File: src/hdl/particle_motion_step_top_defines.svh
// ----------------------------------------------------------------------------
// Assertion macros for the particle motion step block
// Clocked property checks (PMS_ASSERT reset-qualified) that compile away with ASSERT_OFF.
// ----------------------------------------------------------------------------
`ifndef PARTICLE_MOTION_STEP_TOP_DEFINES_SVH
`define PARTICLE_MOTION_STEP_TOP_DEFINES_SVH
`ifndef ASSERT_OFF
`define PMS_ASSERT(label, clk, rst_n, prop, msg) \
    label: assert property (@(posedge clk) disable iff (!rst_n) prop) else $error(msg);
`define PMS_ASSERT_NR(label, clk, prop, msg) \
    label: assert property (@(posedge clk) prop) else $error(msg);
`else
`define PMS_ASSERT(label, clk, rst_n, prop, msg)
`define PMS_ASSERT_NR(label, clk, prop, msg)
`endif
`endif

File: src/hdl/pms_pkg.sv
// ----------------------------------------------------------------------------
// pms_pkg
// Shared types, codes and constants of the particle motion step block.
// ----------------------------------------------------------------------------
`default_nettype none
package pms_pkg;
    localparam int FRAC_BITS = 16;

    localparam logic [1:0] MODE_START = 2'd0;
    localparam logic [1:0] MODE_FINAL = 2'd1;
    localparam logic [1:0] MODE_STEP  = 2'd2;
    localparam logic [1:0] MODE_NONE  = 2'd3;

    localparam logic [2:0] REG_MASS    = 3'd0;
    localparam logic [2:0] REG_DENSITY = 3'd1;
    localparam logic [2:0] REG_FX      = 3'd2;
    localparam logic [2:0] REG_FY      = 3'd3;
    localparam logic [2:0] REG_FZ      = 3'd4;
    localparam logic [2:0] REG_GX      = 3'd5;
    localparam logic [2:0] REG_GY      = 3'd6;
    localparam logic [2:0] REG_GZ      = 3'd7;

    typedef struct packed {
        logic [1:0]         mode;
        logic [30:0]        step_time;
        logic signed [31:0] pos_x;
        logic signed [31:0] pos_y;
        logic signed [31:0] pos_z;
        logic signed [31:0] vel_x;
        logic signed [31:0] vel_y;
        logic signed [31:0] vel_z;
        logic signed [31:0] volume_in;
        logic signed [31:0] spin_in;
        logic signed [31:0] life_in;
        logic signed [31:0] angle_in;
    } t_in_word;

    typedef struct packed {
        logic               alive;
        logic signed [31:0] out_pos_x;
        logic signed [31:0] out_pos_y;
        logic signed [31:0] out_pos_z;
        logic signed [31:0] out_vel_x;
        logic signed [31:0] out_vel_y;
        logic signed [31:0] out_vel_z;
        logic signed [31:0] out_volume;
        logic signed [31:0] out_spin;
        logic signed [31:0] out_angle;
        logic [30:0]        life_left;
    } t_out_word;

    // Datapath micro-operations, one per controller state.
    typedef enum logic [4:0] {
        S_IDLE, S_LOAD, S_ANG, S_VOLN, S_VOLD, S_SPNN, S_SPND, S_LIFE,
        S_FA, S_FAD, S_GA, S_K, S_K2, S_K2D, S_GK, S_ADD, S_POS, S_DONE,
        S_OUT
    } t_state;

    typedef struct packed {
        t_state     op;
        logic [1:0] axis;
        logic       div_start;
    } t_cmd;

    typedef struct packed {
        logic div_busy;
        logic dead;
        logic buoy;
        logic step;
    } t_status;

    function automatic logic signed [31:0] sat32(input logic signed [65:0] v);
        if (v > 66'sd2147483647)       return 32'sh7fffffff;
        else if (v < -66'sd2147483648) return 32'sh80000000;
        else                           return v[31:0];
    endfunction
endpackage
`default_nettype wire

File: src/hdl/pms_ctrl.sv
// ----------------------------------------------------------------------------
// pms_ctrl
// Sequencer for load, step and result phases.
// ----------------------------------------------------------------------------
`default_nettype none
module pms_ctrl (
    input  wire logic               i_clk,
    input  wire logic               i_rst_n,
    input  wire logic               i_valid,
    input  wire logic               i_out_stall,
    input  wire pms_pkg::t_status   i_status,
    output pms_pkg::t_cmd           o_cmd,
    output logic                    o_in_stall,
    output logic                    o_out_valid
);
    pms_pkg::t_state r_state, n_state;
    logic [1:0] r_axis, n_axis;

    always_ff @(posedge i_clk) begin
        if (!i_rst_n) begin
            r_state <= pms_pkg::S_IDLE;
            r_axis  <= '0;
        end else begin
            r_state <= n_state;
            r_axis  <= n_axis;
        end
    end

    always_comb begin
        n_state = r_state;
        n_axis  = r_axis;
        o_cmd.op = r_state;
        o_cmd.axis = r_axis;
        o_cmd.div_start = 1'b0;
        o_in_stall = 1'b1;
        o_out_valid = 1'b0;
        unique case (r_state)
            pms_pkg::S_IDLE: begin
                o_in_stall = 1'b0;
                if (i_valid) begin
                    n_state = pms_pkg::S_LOAD;
                end
            end
            pms_pkg::S_LOAD: begin
                n_axis = '0;
                if (i_status.step && !i_status.dead) begin
                    n_state = pms_pkg::S_ANG;
                end else begin
                    n_state = pms_pkg::S_OUT;
                end
            end
            pms_pkg::S_ANG: n_state = pms_pkg::S_VOLN;
            pms_pkg::S_VOLN: begin
                o_cmd.div_start = 1'b1;
                n_state = pms_pkg::S_VOLD;
            end
            pms_pkg::S_VOLD: if (!i_status.div_busy) begin
                n_state = pms_pkg::S_SPNN;
            end
            pms_pkg::S_SPNN: begin
                o_cmd.div_start = 1'b1;
                n_state = pms_pkg::S_SPND;
            end
            pms_pkg::S_SPND: if (!i_status.div_busy) begin
                n_state = pms_pkg::S_LIFE;
            end
            pms_pkg::S_LIFE: n_state = pms_pkg::S_FA;
            pms_pkg::S_FA: begin
                o_cmd.div_start = 1'b1;
                n_state = pms_pkg::S_FAD;
            end
            pms_pkg::S_FAD: if (!i_status.div_busy) begin
                n_state = pms_pkg::S_GA;
            end
            pms_pkg::S_GA: n_state = i_status.buoy ? pms_pkg::S_K : pms_pkg::S_ADD;
            pms_pkg::S_K: begin
                o_cmd.div_start = 1'b1;
                n_state = pms_pkg::S_K2;
            end
            pms_pkg::S_K2: if (!i_status.div_busy) begin
                n_state = pms_pkg::S_K2D;
            end
            pms_pkg::S_K2D: n_state = pms_pkg::S_GK;
            pms_pkg::S_GK: n_state = pms_pkg::S_ADD;
            pms_pkg::S_ADD: n_state = pms_pkg::S_POS;
            pms_pkg::S_POS: n_state = pms_pkg::S_DONE;
            pms_pkg::S_DONE: begin
                if (r_axis == 2'd2) begin
                    n_state = pms_pkg::S_OUT;
                end else begin
                    n_axis = r_axis + 2'd1;
                    n_state = pms_pkg::S_FA;
                end
            end
            pms_pkg::S_OUT: begin
                o_out_valid = 1'b1;
                if (!i_out_stall) begin
                    n_state = pms_pkg::S_IDLE;
                end
            end
            default: n_state = pms_pkg::S_IDLE;
        endcase
    end
endmodule
`default_nettype wire

File: config.mk
export PLATFORM = sky130hd
export DESIGN_NAME = pms_ctrl
export DESIGN_NICKNAME = d
export VERILOG_FILES = /design/src/hdl/particle_motion_step_top_defines.svh /design/src/hdl/pms_pkg.sv /design/src/hdl/pms_ctrl.sv
export SDC_FILE = /design/constraint.sdc
export NUM_CORES = 1
export LEC_CHECK = 0
export BUFFER_PORTS_ARGS = -buffer_cell sky130_fd_sc_hd__buf_4
export CAP_MARGIN = 0
export CORE_AREA = 2 2 39 41
export DETAILED_ROUTE_END_ITERATION = 8
export DIE_AREA = 0 0 41 43
export GPL_TIMING_DRIVEN = 0
export HOLD_SLACK_MARGIN = 0.15
export PLACE_DENSITY = 0.77
export SLEW_MARGIN = 25
export SYNTH_ARGS = -nofsm -noshare
export SYNTH_HDL_FRONTEND = slang
export SYNTH_SLANG_ARGS = --single-unit
File: constraint.sdc
create_clock -name i_clk -period 1.4 [get_ports i_clk]
set_input_delay 0 -clock i_clk [delete_from_list [all_inputs] [get_ports i_clk]]
set_output_delay 0 -clock i_clk [all_outputs]
set_load 0.02 [all_outputs]
== Yosys cells after proc, flatten, opt, wreduce, memory -nomap -nowiden ==
Index checks and enable logic that the tools add are counted.

* Equality and inequality tests: 26
* Reduce and logical (&&, ||, !) cells: 7
* Multiplexer cells: 15
* Add/sub/neg operators: 1

{| class="wikitable"
|+ Operators with widths
! cell !! count
|-
| $pmux W5 S19 || 1
|-
| $eq A5 B4 Y1 const B || 8
|-
| $mux W5 || 8
|-
| $eq A5 B3 Y1 const B || 4
|-
| $eq A5 B5 Y1 const B || 3
|-
| $ne A2 B2 Y1 const B || 7
|-
| $eq A5 B2 Y1 const B || 2
|-
| $reduce_and A6 Y1 || 1
|-
| $eq A5 B1 Y1 const B || 1
|-
| $logic_not A5 Y1 || 1
|-
| $pmux W2 S2 || 1
|-
| $reduce_or A4 Y1 || 1
|-
| $mux W1 || 3
|-
| $mux W3 || 1
|-
| $add A2 B1 Y2 const B || 1
|-
| $eq A2 B2 Y1 const B || 1
|-
| $mux W2 || 1
|-
| $reduce_and A2 Y1 || 1
|-
| $reduce_bool A2 Y1 || 1
|-
| $logic_and A1 B1 Y1 || 1
|-
| $logic_not A1 Y1 || 1
|}

* Input bits: 8
* Register bits after elaboration: 7
* Word-level logic and storage cells: 51
* Output and inout port bits: 10

== Depth between registers and ports, before layout ==
* Depth in word-level cells: 4
* Depth in mapped cells: 6
* Depth with buffers taken out: 6

== Least setup slack after synthesis ==
Ideal clock, no wire load.

* Path kind: register to output
* Start point: reg r_state[3]
* End point: out o_cmd[0] (netlist bit)
* Slack: -75 ps
* Arrival time: 1475 ps
* Cell stages (with the launch flop): 6
* Data required time: 1400 ps
* Path buffers: 1
* Path through: dfxtp_1 -> buf_2 -> or3b_1 -> a21oi_1 -> a21oi_1 -> nor2_1

{| class="wikitable"
|+ RTL lines
! what !! line !! source
|-
| start, declared || pms_ctrl.sv:16 || <nowiki>pms_pkg::t_state r_state, n_state;</nowiki>
|-
| start signal, assigned || pms_ctrl.sv:21 || <nowiki>r_state <= pms_pkg::S_IDLE;</nowiki>
|-
| start signal, assigned || pms_ctrl.sv:24 || <nowiki>r_state <= n_state;</nowiki>
|-
| end, declared || pms_ctrl.sv:12 || <nowiki>output pms_pkg::t_cmd o_cmd,</nowiki>
|}

==> qor_table.md <==
| Parameter | This run | Unit |
|---|---|---|
| Status | complete, but fails checks | - |
| Violations in the final reports | setup timing | - |
| Period utilization | 104 | % |
| Data arrival time of the critical path | 1.46 | ns |
| Endpoint of the worst setup timing path | o_cmd[0] | - |
| Number of hold violations in the final report | 0 | - |
| Cts bufs inserted | 3 | - |
| CTS tree | built | - |
| Sinks on the clock net | 7 | - |
| H-Tree Depth | 1 | - |
| Quantity of I/O buffers inserted on ports | 17 | - |
| Routed via count divided by cell count | 5.64 | - |
| Number of global-route vias before repair | 571 | - |
| Unrepaired setup endpoints after global routing | true | - |
| Number of register bits inferred by synthesis | 7 | - |
| Worst reg2reg endpoint | r_state[1] | - |
| Synth cell types | 33 | - |
| Dpl ws | 0.0411 | ns |
| Maximum number of pins on one net before global-route repair | 11 | - |
| Top fanout value on the critical path | 2 | - |
| Worst VDD drop | 1.04 | mV |
| Avg Cell Area, Syn | 7.32 | um^2 |
| Starting density of the core | 39.2 | % |
| Total GRT Usage | 19.5 | % |
| Number of top-level pins | 18 | - |
| Final WL | 1.66 | mm |
| Final Max Slew Viols | 0 | - |
| Startpoint kind of the worst setup timing path | flop | - |
| Required @ worst endpoint | 1.40 | ns |
| Met3 usage | 1.57 | % |
| Actual slew at the worst max-slew pin | 0.295 | ns |
| Detailed-placement wirelength estimate | 1.03 | mm |
| Areal power density over the cells | 2200 | nW/um^2 |
| Reg-to-reg slack, setup | 0.01 | ns |
| Via count of the routed design | 666 | - |
| Met2 Use GR | 30.3 | % |
| Core outline area | 1380 | um^2 |
| Remaining max-slew budget at the tightest pin | 80.3 | % |
| Most frequent standard cell in the layout excluding fill and tap cells | sky130_fd_sc_hd__buf_4 | - |
| Max clock buf depth | 2 | - |
| Setup TNS Final | -0.0585 | ns |
| Post-synthesis instance area | 542 | um^2 |
| Number of instances in the synthesized netlist | 74 | - |
| Fraction of layout cells with a size suffix above 1 | 43.1 | % |
| Pleak | 0.000379 | uW |
| CP endpoint kind | output port | - |
| Initial antenna violation count | 0 | - |
| Clock Latency Late Sink | 0.25 | ns |
| Crit path time final | 1.46 | ns |
| Most frequent cells in the layout | 20 x sky130_fd_sc_hd__buf_4, 7 x sky130_fd_sc_hd__nand2_1, 6 x sky130_fd_sc_hd__nor2_1, 6 x sky130_fd_sc_hd__inv_1 | - |
| Maximum frequency from static timing analysis | 686 | MHz |
| Post-detailed-route DRC marker count | 0 | - |
| Yosys top cell by area | sky130_fd_sc_hd__dfxtp_1 | - |
| Routability congestion estimate | 0.771 | - |
| Initial drt markers | 11 | - |
| Chip width | 41 | um |
| Post-layout net count | 112 | - |
| Post-synth top area share | 25.9 | % |
| Biggest area contributors in the synthesized netlist | sky130_fd_sc_hd__dfxtp_1 26%, sky130_fd_sc_hd__nand2_1 4.8%, sky130_fd_sc_hd__nor2_1 4.8%, sky130_fd_sc_hd__nor2b_1 4.6%, sky130_fd_sc_hd__nor3_1 4.6% | - |
| Crit path setup slack, layout | -0.0585 | ns |
| Global-route wire length before repair | 2.42 | mm |
| Startpoint of the most critical register-to-register path | r_state[1] | - |
| Synth warn | 0 | - |
| Count of TritonRoute iterations in the first routing pass | 4 | - |
| Share of flip-flops with an asynchronous set or reset | 0 | % |
| Buffer type at the clock tree root | sky130_fd_sc_hd__clkbuf_4 | - |
| WL per Instance | 14.1 | um |
| Syn Nets | 83 | - |
| Cells on worst reg2reg path | 5 | - |
| Max Cap Violations | 0 | - |
| Busiest layer in global routing | met2 | - |
| Number of enable-type register cells in the synthesized netlist | 0 | - |
| Number of setup violations in the final report | 1 | - |
| Crit Path Class | flop to output port | - |
| Portion of the post-synthesis area used by sequential elements | 25.9 | % |
| Y dimension of the die | 43 | um |
| Fin Clk Skew | 0.00287 | ns |
| Antenna Violating Nets Remaining | 0 | - |
| Hold Crit Class | input port to flop | - |
| Cell Rows | 14 | - |
| Die area | 1760 | um^2 |
| Synthesis-to-finish area growth | 59.6 | % |
| Clock slew seen by the registers of the worst setup and hold paths | 0.05 | ns |
| Crit path from | r_state[1] | - |
| Post-synth top flop | sky130_fd_sc_hd__dfxtp_1 | - |
| Worst Hold Margin | 0.149 | ns |
| M1 GR Usage | 25.5 | % |
| N_diodes | 0 | - |
| Gr ovfl total | 0 | - |
where the power goes:
group	internal (uW)	switching (uW)
clock	109	75.3
sequential	276	102
combinational	635	710
cell type report:
type	count	area, um^2
fillers	128	519
flip-flops and latches	7	146
plain buffers	4	35.0
multi-input cells	55	405
repair buffers	25	205
well taps	16	20.0
clock buffers	4	26.3
inverters	7	26.3
logic make-up after synthesis:
logic type	count (synthesis)	synth area share, %
xor gates and xnor gates	1	1.62
AOI/OAI and AO/OA	17	22.6
DFF	7	25.9
buffers and inverters	12	9.70
and+or+nand+nor	34	34.2
adders and majority gates	1	2.31
muxes	2	3.70
worst max-delay path, stage by stage, from the launching register on:
cell,delay [ns]
sky130_fd_sc_hd__dfxtp_4,0.34
sky130_fd_sc_hd__buf_6,0.11
sky130_fd_sc_hd__or3b_1,0.35
sky130_fd_sc_hd__a21oi_2,0.13
sky130_fd_sc_hd__a21oi_1,0.06
sky130_fd_sc_hd__nor2_2,0.10
sky130_fd_sc_hd__buf_6,0.12
worst min-delay path by stage:
| stage | startpoint | endpoint | slack (ns) | cells past startpoint |
|---|---|---|---|---|
| after floorplan | i_rst_n | r_state[0] | 0.14 | 2 |
| after global placement | i_rst_n | r_state[0] | 0.30 | 3 |
| after detailed placement | i_rst_n | r_state[0] | 0.30 | 3 |
| after CTS | i_status[0] | r_state[4] | 0.15 | 4 |
| after global routing | i_out_stall | r_state[4] | 0.18 | 3 |
| final | i_status[0] | r_state[4] | 0.15 | 4 |
sequential cells by signal, indices dropped and copies added, names as in the netlist:
| name | count |
|---|---|
| r_state | 5 |
| r_axis | 2 |
synth_stat cells, types with 2 or more instances:
cell type / number
sky130_fd_sc_hd__inv_1: 6
sky130_fd_sc_hd__nor3_1: 5
sky130_fd_sc_hd__a21oi_1: 4
sky130_fd_sc_hd__buf_2: 3
sky130_fd_sc_hd__mux2i_1: 2
sky130_fd_sc_hd__nand2_1: 7
sky130_fd_sc_hd__o21ai_1: 2
sky130_fd_sc_hd__and3_1: 2
sky130_fd_sc_hd__nand4_1: 2
sky130_fd_sc_hd__a31oi_1: 2
sky130_fd_sc_hd__nand3_1: 2
sky130_fd_sc_hd__nor2_1: 7
sky130_fd_sc_hd__dfxtp_1: 7
sky130_fd_sc_hd__nor2b_1: 4
metal layers:
layer / up-vias / share of wire [%]
li1: 321 / -
met1: 311 / 39
met2: 30 / 54
met3: 4 / 6.4
met4: 0 / 1.0
met5: - / 0
through the flow:
step	instance area (um^2)	instances	total power, uW	utilization, %
3_5_place_dp	692	107	1410	50.0
4_1_cts	797	117	1710	57.6
3_3_place_gp	692	107	1380	50.0
5_1_grt	865	118	2030	62.5
6_report	865	118	1910	62.5
2_1_floorplan	544	74	1080	-
what timing repair did:
item / in CTS / in global routing
hold buffers: 4 / 0
pin swaps: 2 / 7
setup buffers: 3 / 1
setup endpoints to repair: 3 / 8
hold endpoints to repair: 7 / 0
resized for setup: 10 / 15
No activity file was read; power rests on OpenSTA's default activity.
